**src/design/assert_macros.svh**
```systemverilog
// ----------------------------------------------------------------------------
// assert_macros.svh
// concurrent assertion helpers used by the store design file
// ----------------------------------------------------------------------------
`ifndef ASSERT_MACROS_SVH
`define ASSERT_MACROS_SVH

// property must hold at every clock edge outside reset
`define ASSERT_AT(label, clk, rst_n, prop, msg) \
    label: assert property (@(posedge clk) disable iff (!rst_n) prop) else $error(msg);

// expression must never be true outside reset
`define ASSERT_NEVER(label, clk, rst_n, expr, msg) \
    `ASSERT_AT(label, clk, rst_n, !(expr), msg)

`endif

```
**src/design/atapio_pkg.sv**
```systemverilog
// ----------------------------------------------------------------------------
// atapio_pkg
// shared constants and types of the ata pio lba28 disk device
// ----------------------------------------------------------------------------
package atapio_pkg;

    localparam int DISK_SECTORS_DEF = 64;
    localparam int WORDS_PER_SECTOR = 256;
    localparam int WORD_IDX_W       = 8;
    localparam int LBA_W            = 28;
    localparam int COUNT_W          = 9;
    localparam int DATA_W           = 16;
    localparam int BYTE_W           = 8;
    localparam int DEV_BIT          = 4;

    localparam logic [COUNT_W-1:0] MAX_SECTOR_COUNT = 9'd256;

    // register offsets
    localparam logic [2:0] REG_DATA    = 3'd0;
    localparam logic [2:0] REG_ERROR   = 3'd1;
    localparam logic [2:0] REG_COUNT   = 3'd2;
    localparam logic [2:0] REG_LBA_LO  = 3'd3;
    localparam logic [2:0] REG_LBA_MID = 3'd4;
    localparam logic [2:0] REG_LBA_HI  = 3'd5;
    localparam logic [2:0] REG_DRIVE   = 3'd6;
    localparam logic [2:0] REG_STATUS  = 3'd7;

    // commands
    localparam logic [7:0] CMD_READ_SECTORS  = 8'h20;
    localparam logic [7:0] CMD_WRITE_SECTORS = 8'h30;
    localparam logic [7:0] CMD_FLUSH_CACHE   = 8'hE7;

    // error codes
    localparam logic [7:0] ERR_IDNF = 8'h10;
    localparam logic [7:0] ERR_ABRT = 8'h04;

    // status bits
    localparam logic [7:0] STS_DRDY = 8'h40;
    localparam logic [7:0] STS_DRQ  = 8'h08;
    localparam logic [7:0] STS_ERR  = 8'h01;

    typedef struct packed {
        logic rd;
        logic wr;
    } t_mem_ctl;

endpackage

```
**src/design/atapio_taskfile.sv**
```systemverilog
// ----------------------------------------------------------------------------
// atapio_taskfile
// task file registers, command decode and transfer pointer
// ----------------------------------------------------------------------------
module atapio_taskfile #(
    parameter int DISK_SECTORS = atapio_pkg::DISK_SECTORS_DEF
) (
    input  logic                              i_clk,
    input  logic                              i_rst_n,
    input  logic                              i_cfg_we,
    input  logic                              i_cfg_wdata,
    input  logic                              i_accept,
    input  logic                              i_op,
    input  logic [2:0]                        i_reg_offset,
    input  logic [atapio_pkg::DATA_W-1:0]     i_write_data,
    output atapio_pkg::t_mem_ctl              o_ctl,
    output logic [$clog2(DISK_SECTORS)+atapio_pkg::WORD_IDX_W-1:0] o_addr,
    output logic [atapio_pkg::DATA_W-1:0]     o_wdata,
    output logic                              o_use_mem,
    output logic [atapio_pkg::DATA_W-1:0]     o_value
);
    import atapio_pkg::*;

    localparam int SECT_W = (DISK_SECTORS > 1) ? $clog2(DISK_SECTORS) : 1;
    localparam int ADDR_W = $clog2(DISK_SECTORS) + WORD_IDX_W;
    localparam logic [LBA_W:0] LIMIT = (LBA_W+1)'(DISK_SECTORS);

    logic                  r_dev_sel;
    logic [BYTE_W-1:0]     r_count, n_count;
    logic [BYTE_W-1:0]     r_lba_lo, n_lba_lo;
    logic [BYTE_W-1:0]     r_lba_mid, n_lba_mid;
    logic [BYTE_W-1:0]     r_lba_hi, n_lba_hi;
    logic [BYTE_W-1:0]     r_drive, n_drive;
    logic [BYTE_W-1:0]     r_err_reg, n_err_reg;
    logic                  r_drq, n_drq;
    logic                  r_err, n_err;
    logic                  r_dir_wr, n_dir_wr;
    logic [WORD_IDX_W-1:0] r_word, n_word;
    logic [SECT_W-1:0]     r_sector, n_sector;
    logic [COUNT_W-1:0]    r_remain, n_remain;

    logic                  selected;
    logic [BYTE_W-1:0]     wbyte;
    logic [LBA_W-1:0]      lba;
    logic [COUNT_W-1:0]    n_sectors;
    logic [LBA_W:0]        lba_end;
    logic                  advance;
    logic [COUNT_W-1:0]    remain_dec;

    assign wbyte     = i_write_data[BYTE_W-1:0];
    assign selected  = (r_drive[DEV_BIT] == r_dev_sel);
    assign lba       = {r_drive[3:0], r_lba_hi, r_lba_mid, r_lba_lo};
    assign n_sectors = (r_count == '0) ? MAX_SECTOR_COUNT : COUNT_W'(r_count);
    assign lba_end   = {1'b0, lba} + (LBA_W+1)'(n_sectors);
    assign remain_dec = r_remain - COUNT_W'(r_remain != '0);
    assign o_addr    = ADDR_W'({r_sector, r_word});
    assign o_wdata   = i_write_data;

    always_comb begin
        n_count   = r_count;
        n_lba_lo  = r_lba_lo;
        n_lba_mid = r_lba_mid;
        n_lba_hi  = r_lba_hi;
        n_drive   = r_drive;
        n_err_reg = r_err_reg;
        n_drq     = r_drq;
        n_err     = r_err;
        n_dir_wr  = r_dir_wr;
        n_word    = r_word;
        n_sector  = r_sector;
        n_remain  = r_remain;
        o_ctl     = '0;
        o_use_mem = 1'b0;
        o_value   = '0;
        advance   = 1'b0;

        if (i_accept) begin
            if (i_op && i_reg_offset == REG_DRIVE) begin
                n_drive = wbyte;
            end else if (selected && i_op) begin
                unique case (i_reg_offset)
                    REG_DATA: begin
                        if (r_drq && r_dir_wr) begin
                            o_ctl.wr = 1'b1;
                            advance  = 1'b1;
                        end
                    end
                    REG_COUNT:   n_count   = wbyte;
                    REG_LBA_LO:  n_lba_lo  = wbyte;
                    REG_LBA_MID: n_lba_mid = wbyte;
                    REG_LBA_HI:  n_lba_hi  = wbyte;
                    REG_STATUS: begin
                        n_err     = 1'b0;
                        n_err_reg = '0;
                        n_drq     = 1'b0;
                        if (wbyte == CMD_READ_SECTORS || wbyte == CMD_WRITE_SECTORS) begin
                            if (lba_end > LIMIT) begin
                                n_err     = 1'b1;
                                n_err_reg = ERR_IDNF;
                            end else begin
                                n_sector = lba[SECT_W-1:0];
                                n_remain = n_sectors;
                                n_word   = '0;
                                n_dir_wr = (wbyte == CMD_WRITE_SECTORS);
                                n_drq    = 1'b1;
                            end
                        end else if (wbyte != CMD_FLUSH_CACHE) begin
                            n_err     = 1'b1;
                            n_err_reg = ERR_ABRT;
                        end
                    end
                    default: ;
                endcase
            end else if (selected) begin
                unique case (i_reg_offset)
                    REG_DATA: begin
                        if (r_drq && !r_dir_wr) begin
                            o_ctl.rd  = 1'b1;
                            o_use_mem = 1'b1;
                            advance   = 1'b1;
                        end
                    end
                    REG_ERROR:   o_value = DATA_W'(r_err_reg);
                    REG_COUNT:   o_value = DATA_W'(r_count);
                    REG_LBA_LO:  o_value = DATA_W'(r_lba_lo);
                    REG_LBA_MID: o_value = DATA_W'(r_lba_mid);
                    REG_LBA_HI:  o_value = DATA_W'(r_lba_hi);
                    REG_DRIVE:   o_value = DATA_W'(r_drive);
                    default: begin
                        o_value = DATA_W'(STS_DRDY | (r_drq ? STS_DRQ : 8'h00)
                                          | (r_err ? STS_ERR : 8'h00));
                    end
                endcase
            end
        end

        // step the transfer pointer by one word; at a sector's end move to the next sector and drop DRQ after the last
        if (advance) begin
            n_word = r_word + 1'b1;
            if (r_word == WORD_IDX_W'(WORDS_PER_SECTOR - 1)) begin
                n_sector = r_sector + 1'b1;
                n_remain = remain_dec;
                if (remain_dec == '0) begin
                    n_drq = 1'b0;
                end
            end
        end
    end

    always_ff @(posedge i_clk) begin
        if (!i_rst_n) begin
            r_dev_sel <= 1'b1;
            r_count   <= '0;
            r_lba_lo  <= '0;
            r_lba_mid <= '0;
            r_lba_hi  <= '0;
            r_drive   <= '0;
            r_err_reg <= '0;
            r_drq     <= 1'b0;
            r_err     <= 1'b0;
            r_dir_wr  <= 1'b0;
            r_word    <= '0;
            r_sector  <= '0;
            r_remain  <= '0;
        end else begin
            if (i_cfg_we) begin
                r_dev_sel <= i_cfg_wdata;
            end
            r_count   <= n_count;
            r_lba_lo  <= n_lba_lo;
            r_lba_mid <= n_lba_mid;
            r_lba_hi  <= n_lba_hi;
            r_drive   <= n_drive;
            r_err_reg <= n_err_reg;
            r_drq     <= n_drq;
            r_err     <= n_err;
            r_dir_wr  <= n_dir_wr;
            r_word    <= n_word;
            r_sector  <= n_sector;
            r_remain  <= n_remain;
        end
    end

endmodule

```
**config.mk**
```make
export PLATFORM = sky130hd
export DESIGN_NAME = atapio_taskfile
export DESIGN_NICKNAME = d
export VERILOG_FILES = /design/src/design/assert_macros.svh /design/src/design/atapio_pkg.sv /design/src/design/atapio_taskfile.sv
export SDC_FILE = /design/constraint.sdc
export NUM_CORES = 1
export LEC_CHECK = 0
export ABC_AREA = 1
export BUFFER_PORTS_ARGS = -buffer_cell sky130_fd_sc_hd__buf_2
export CAP_MARGIN = 20
export CELL_PAD_IN_SITES_DETAIL_PLACEMENT = 0
export CELL_PAD_IN_SITES_GLOBAL_PLACEMENT = 1
export CORE_ASPECT_RATIO = 0.7
export CORE_MARGIN = 2
export CORE_UTILIZATION = 44
export DETAILED_ROUTE_END_ITERATION = 12
export PLACE_DENSITY_LB_ADDON = 0.25
export SLEW_MARGIN = 20
export SYNTH_ARGS = -nofsm -noshare
export SYNTH_HDL_FRONTEND = slang
export SYNTH_SLANG_ARGS = --single-unit
```
**constraint.sdc**
```tcl
create_clock -name i_clk -period 6.8 [get_ports i_clk]
set_input_delay 0.34 -clock i_clk [delete_from_list [all_inputs] [get_ports i_clk]]
set_output_delay 0.34 -clock i_clk [all_outputs]
set_load 0.01 [all_outputs]
```
==> summary.txt <==
Pwr
  – Peak supply drop: 0.000157 V
  – PwrDens: 177 nW/µm²
  – Total power: 0.980 mW
  – Leakage: 2.57 nW

Global routing
  – Vias in the first global route: 4739
  – Global route overflow: 0
  – First-pass GRT wire length: 25300 µm
  – Pin count of the biggest net entering global routing: 59
  – Antenna violations before repair: 0
  – GRT Resource Usage Total: 26.3%

STA
  – Slew Viols, Final: 0
  – Minimum clock period: 3.47 ns
  – Fin Clk Skew: 0.00574 ns
  – Normalized max-slew margin: 36.6%
  – Final setup viols: 0
  – RSZ-0062 raised after global routing: false
  – Final setup margin: 3.33 ns
  – Fmax: 288 MHz
  – Fin Setup TNS: 0 ns
  – Final worst-path cycle share: 51.0%
  – Final Hold Vio Count: 0
  – Worst-Margin Slew: 0.950 ns

Finish
  – Final #Nets: 868
  – Fin util: 50.1%
  – Share of cells above drive strength 1: 11.9%
  – # diodes: 0
  – Layout area overhead: 9.99%
  – Fillers: 1163
  – Multi-input gate area in the final layout: 2960 µm²
  – Reg area: 1380 µm²
  – Top reg by flops: r_remain
  – Max reg flops: 9

Yosys
  – Synth area leader: dfxtp_1
  – Ys async rst share: 0%
  – Most instantiated cells after synthesis: nand2_1, inv_1, nand3_1, dfxtp_1, a21oi_1
  – Synth top area share: 27.4%
  – Yosys reg bits: 69
  – Synth Instances: 807
  – Ys Warns: 0
  – Seq/Total Area, Yosys: 27.4%
  – Cell with the most instances after synthesis: nand2_1
  – Mean post-synth cell area: 6.25 µm²
  – Largest cells by area after synthesis: dfxtp_1, nand2_1, inv_1
  – Count of flip-flops with a built-in enable after synthesis: 0
  – Top FF cell, synth: dfxtp_1
  – Yosys cell types: 46
  – Mapped Area: 5050 µm²

Clock tree
  – Clk_lat worst skew: 0.33 ns
  – Clock sink total: 69
  – TritonCTS clock tree: built
  – Longest Clk Path Bufs: 2
  – Post-cts resize count: 0
  – Clk Tree Root Cell: clkbuf_16
  – Hold_buf cts: 0
  – Clock-pin slew on the worst setup and hold paths: 0.06 ns
  – Setup bufs post-CTS: 0
  – TritonCTS buffer count: 9
  – CTS H-tree depth: 3

Floorplanning
  – IO Count: 74
  – DIE HEIGHT: 93.6 µm
  – Starting Density: 45.5%
  – # rows: 32
  – Core Box Area: 11100 µm²
  – Die area: 12400 µm²
  – Die W: 132 µm

Run status
  – Outcome: finished clean

Worst setup path
  – Critical path startpoint category: register
  – Arrival @ worst endpoint: 3.67 ns
  – CP Capture Type: register
  – Slowest stage delay, CP: 0.45 ns
  – CP max FO: 22
  – Critical Path Start: r_count[0]
  – Slowest cell on the critical path: dfxtp_1
  – WP buf/inv: 1
  – Worst-path cell chain: ha_1, fa_1, or2_2, nor2_1, nand3_1, nor2_1, nand3_1, a21oi_1, nand3_1, nor2_4, nand3_4, nand2_1, inv_2, nand2_1, a21oi_1
  – Crit path kind: register to register
  – Data required, critical path: 7.00 ns
  – Most frequent CP cell: nand3_1
  – CP delay by family, top: simple AND/OR/NAND/NOR gates
  – R2r startpoint: r_count[0]

Placement
  – GPL Wtd Cong: 0.924
  – Number of port buffers: 49
  – Place WS: 3.37 ns
  – DP HPWL: 12500 µm

Route
  – Avg Vias per Cell: 5.47
  – Antenna-violating nets left: 0
  – Routed vias: 5395
  – WL final: 16000 µm
  – DR pass1 iterations: 5
  – Drt wl/cell: 16.2 µm
  – DR iter-0 viols: 619
  – # DRC: 0

Worst hold path
  – Start point of the worst hold path: i_cfg_we
  – Hold/Removal Path Class: input pin to register

Run
  – Max Cap Viol: 0
==> logic make-up (layout without fill, tap and decap cells) <==
kind of cell | after synthesis | after routing | synth area share (%)
AO/OA/AOI/OAI | 141 | 141 | 15.4
XOR/XNOR | 11 | 11 | 1.91
adder cells (fa/ha/maj) | 14 | 14 | 3.62
buffers and inverters | 164 | 184 | 14.6
flip-flops | 69 | 69 | 27.4
other | 1 | 8 | 0.0743
AND/OR/NAND/NOR | 407 | 407 | 37.0
==> power by group <==
group / switching [mW] / total (mW) / leakage (nW) / internal, mW
logic: 0.0479 / 0.0647 / 1.87 / 0.0168
clock network: 0.183 / 0.504 / 0.145 / 0.320
registers: 0.00435 / 0.412 / 0.556 / 0.407
==> stage by stage <==
stage,hold WS [ns],instances,area [µm²]
after floorplan,0.437,814,5070
after global placement,0.455,971,5240
after detailed placement,0.461,971,5240
after CTS,0.203,987,5550
after global routing,0.237,987,5550
final,0.211,987,5550
==> per-layer routing <==
metal | share of wire (%) | wire length, µm | up-vias | track usage [%]
met4 | 0.66 | 106 | 0 | 5.07
met5 | 0 | 0 | - | 0
met2 | 39 | 6200 | 233 | 36.8
met3 | 9.8 | 1570 | 15 | 5.53
li1 | - | - | 2674 | -
met1 | 51 | 8160 | 2473 | 40.8
==> cell usage in the layout (no fill, tap or decap), drive strengths merged, types with 10 or more instances in the layout <==
cell,n
nand2,191
o21ai,51
clkbuf,10
nand4,26
inv,115
nor2,68
dfxtp,69
a21oi,62
ha,13
buf,53
nor3,20
nand3,84
==> cell type report <==
cell class | count | share of cell area (%)
Clock buffer | 10 | 4.12
Clock inverter | 6 | 1.58
Inverter | 115 | 7.78
Multi-Input combinational cell | 581 | 53.2
Sequential cell | 69 | 24.9
Tap cell | 153 | 3.45
Timing Repair Buffer | 53 | 4.96
==> worst paths after layout <==
kind	to	slack (ns)	cells past startpoint
max	r_word[7]	3.33	15
min reg2reg	r_err_reg[2]	0.47	2
max reg2reg	r_word[7]	3.33	15
min	r_dev_sel	0.21	2
Power figures use the tool's default switching activity.
